$ cat src/rtl/tsrr_ram.sv
// Generic single-write, single-read RAM with registered read data.
module tsrr_ram #(
    parameter int WIDTH = 8,
    parameter int DEPTH = 256
) (
    input  logic                     i_clk,
    input  logic                     i_we,
    input  logic [$clog2(DEPTH)-1:0] i_waddr,
    input  logic [WIDTH-1:0]         i_wdata,
    input  logic [$clog2(DEPTH)-1:0] i_raddr,
    output logic [WIDTH-1:0]         o_rdata
);
    logic [WIDTH-1:0] r_mem [DEPTH];

    always_ff @(posedge i_clk) begin
        if (i_we) begin
            r_mem[i_waddr] <= i_wdata;
        end
        o_rdata <= r_mem[i_raddr];
    end
endmodule

$ cat config.mk
export PLATFORM = sky130hd
export DESIGN_NAME = tsrr_ram
export DESIGN_NICKNAME = d
export VERILOG_FILES = /design/src/rtl/tsrr_ram.sv
export SDC_FILE = /design/constraint.sdc
export NUM_CORES = 2
export LEC_CHECK = 0
export BUFFER_PORTS_ARGS = -buffer_cell sky130_fd_sc_hd__buf_2
export CAP_MARGIN = 40
export CORE_ASPECT_RATIO = 0.5
export CORE_MARGIN = 3
export CORE_UTILIZATION = 40
export CTS_CLUSTER_SIZE = 12
export DETAILED_ROUTE_END_ITERATION = 10
export GPL_TIMING_DRIVEN = 0
export PLACE_DENSITY = 0.62
export SLEW_MARGIN = 10
export SYNTH_ARGS = -nofsm -noshare
export SYNTH_HDL_FRONTEND = slang
export SYNTH_SLANG_ARGS = --single-unit
export TNS_END_PERCENT = 20
$ cat constraint.sdc
create_clock -name i_clk -period 3.9 [get_ports i_clk]
set_clock_uncertainty 0.05 [all_clocks]
set_input_delay 0.195 -clock i_clk [delete_from_list [all_inputs] [get_ports i_clk]]
set_output_delay 0.195 -clock i_clk [all_outputs]
set_load 0.1 [all_outputs]
==> results by group <==
Timing
  • Setup tns final: -34.04 ps
  • Relative slew slack: 0.3254
  • Fin crit share: 1.009
  • Max frequency: 254.2 MHz
  • Pins over their slew limit: 0
  • RSZ-0062 raised after global routing: false
  • Final WS setup: -34.04 ps
  • Endpoints failing setup: 1
  • Worst Tran Pin Value: 1012 ps
  • Crit path time final: 3934 ps
  • Final hold vios: 0
  • Final hold slack: 176.3 ps

Drt
  • Post-Route WL: 244,100 um
  • Drt wl/cell: 35.74 um
  • Drt pass-1 iters: 6
  • DR DRC count: 0
  • Via-per-instance ratio: 6.207
  • Via count of the routed design: 42,400
  • DRT antenna net count: 0
  • Iter 0 DRT Violations: 6,790

Die
  • Placeable Area: 197,100 um^2
  • Die width: 636.7 um
  • I/O pins: 34
  • DIE AREA: 204,600 um^2
  • Die H: 321.4 um
  • Row count: 115
  • Initial Util: 0.4036

Pwr
  • P_sw: 9.822 mW
  • VDD IR max: 0.5300 mV
  • Clock Power Share: 0.384
  • Sw frac: 0.2223
  • Power, Total: 44.18 mW
  • Leak Pwr: 27.67 nW
  • Seq pwr share: 0.552
  • Pwr/cell area: 490.8 nW/um^2
  • Gate power share: 0.064
  • Int Power: 34.36 mW

Status
  • Status: complete, but fails checks
  • Violated checks: setup timing

CTS
  • Cts bufs inserted: 195
  • CTS tree: yes
  • Clock sinks: 2,056
  • Worst skew pair latency: 840 ps
  • Post-CTS setup buffers: 0
  • CTS H-tree depth: 4
  • Post-cts resize count: 0
  • Clk slew on worst S/H paths: 60 ps
  • CTS Root Cell: clkbuf_16
  • Clock Path Buffers: 3

Layout
  • Non-Filler Instances: 6,830
  • Area grow syn2layout: 13.16%
  • Fillers: 16,330
  • Nets: 4,133
  • Share of cells above drive strength 1: 0.2329
  • Area of the multi-input gates: 16,460 um^2
  • Register area: 61,660 um^2

Setup path
  • Crit path from: i_raddr[2]
  • Crit Path Category: in2reg
  • Crit end category: register
  • Worst flop-to-flop path startpoint: r_mem[83][6]
  • Max FO, Critical Path: 10
  • Critical path arrival: 4520 ps
  • Worst Path Required: 4480 ps
  • Worst setup SP type: input port

Synth
  • Syn nets: 3,759
  • Post-synthesis register bit count: 2,056
  • Cell area after synthesis: 79,560 um^2
  • Synth Area per Inst: 21.31 um^2
  • Seq/Total Area, Yosys: 0.7750
  • Post-synth EDFFs: 2,048
  • Synth top area share: 0.7730
  • Count leader, synth: edfxtp_1
  • Fraction of registers with async set/reset: 0
  • Dominant cells by area after synthesis: edfxtp_1, mux4_2, mux2i_1, nor2_1, a22oi_1
  • Mapped Cells: 3,733
  • Top cells by count, synth: edfxtp_1, mux4_2, nor2_1
  • Ys Warns: 0
  • Largest area contributor in the netlist: edfxtp_1
  • Synth cell types: 55
  • Top FF cell, synth: edfxtp_1

Global route
  • Vias in the first global route: 41,440
  • Met1 GRT Util: 0.3212
  • GR peak layer: met2
  • Met2 usage in global routing: 0.3485
  • Grt total ovfl: 0
  • Global Route Usage Sum: 0.2369
  • First-pass GRT wire length: 334,900 um
  • Initial antenna violation count: 13
  • M3 GR Usage: 0.08853
  • Largest net degree at the start of global routing: 149

Placed design
  • Placed instance count: 6,523
  • IO buf count: 26
  • HPWL after DPL: 163,100 um
  • Final Wtd Congestion: 0.9847

Min path
  • Hold crit path type: in2reg
  • Min-delay src: i_waddr[2]

Flow run
  • Max-cap viol count: 0
[flip-flops by register name (all words and copies together), names as in the netlist]
signal / cells
r_mem: 2048
o_rdata: 8
[worst max-delay path, stage by stage]
cell and delay, ps:
buf_2 180, buf_2 380, buf_2 490, nor2_1 770
clkbuf_1 530, a22oi_1 190, a31oi_1 650, nor4_1 230
nor4_1 850
[metal layers]
layer / wire length, um / vias to the layer above / part of all wire
li1: - / 16390 / -
met1: 91950 / 22480 / 0.38
met2: 107200 / 3044 / 0.44
met3: 34720 / 471 / 0.14
met4: 10210 / 6 / 0.042
met5: 34 / - / 0.00014
[timing repair]
item | in CTS | in global routing
setup endpoints to repair | 0 | 0
hold buffers | 8 | 0
endpoints found under the hold margin | 918 | 0
[per-stage QoR]
step	setup WS (ps)	area (um^2)	utilization
3_3_place_gp	-1316	82980	0.4209
3_5_place_dp	-508.6	84480	0.4286
6_report	-34.04	90020	0.4567
4_1_cts	342.5	89920	0.4561
5_1_grt	272.9	90000	0.4566
2_1_floorplan	1717	79560	-
[area by class of cell]
class | instances | area share
inverters | 2 | 0.00008339
repair buffers | 177 | 0.01937
clock inverters | 27 | 0.002126
flip-flops and latches | 2056 | 0.6849
clock buffers | 253 | 0.05733
diodes | 8 | 0.0002224
multi-input cells | 1442 | 0.1829
well taps | 2632 | 0.03658
plain buffers | 233 | 0.01647
[kinds of logic after synthesis]
group / share of synthesized area
DFF: 0.7750
muxes: 0.1462
and+or+nand+nor: 0.02628
AOI/OAI and AO/OA: 0.03419
buffers and inverters: 0.01831
[power groups by stage]
| stage | clock (mW) | sequential [mW] | combinational [mW] |
|---|---|---|---|
| after global routing | 18.0 | 24.4 | 2.88 |
| after floorplan | 0 | 25.0 | 1.18 |
| after CTS | 17.1 | 24.4 | 2.75 |
| after detailed placement | 0 | 24.8 | 2.74 |
| after global placement | 0 | 24.9 | 2.59 |
| final | 17.0 | 24.4 | 2.83 |
[layout by cell type, fill, tap and decap left out, types with 13 or more instances in the layout]
cell type  instances
buf_8             38
clkbuf_16        198
nand2_1           33
a211oi_1          16
nor3_1            22
nand3_1           34
o221ai_1          46
clkbuf_2          25
nor4_1            21
buf_6             37
o22ai_1           28
nor2_1           281
clkbuf_1         142
buf_12            13
mux2i_1          134
buf_1             20
clkinv_1          16
edfxtp_1        2048
mux4_2           454
buf_2             71
nor2b_1           31
a21oi_1           96
a221oi_1          13
buf_4            100
a22oi_1          133
[path summary, 6_finish.rpt]
check	end	slack, ps	depth (start not counted)
hold reg to reg	o_rdata[2]	1360	5
setup reg to reg	o_rdata[6]	360	6
setup / recovery	o_rdata[3]	-30	9
hold / removal	r_mem[174][3]	180	3
Note: power is estimated with default switching activity, not from simulation.
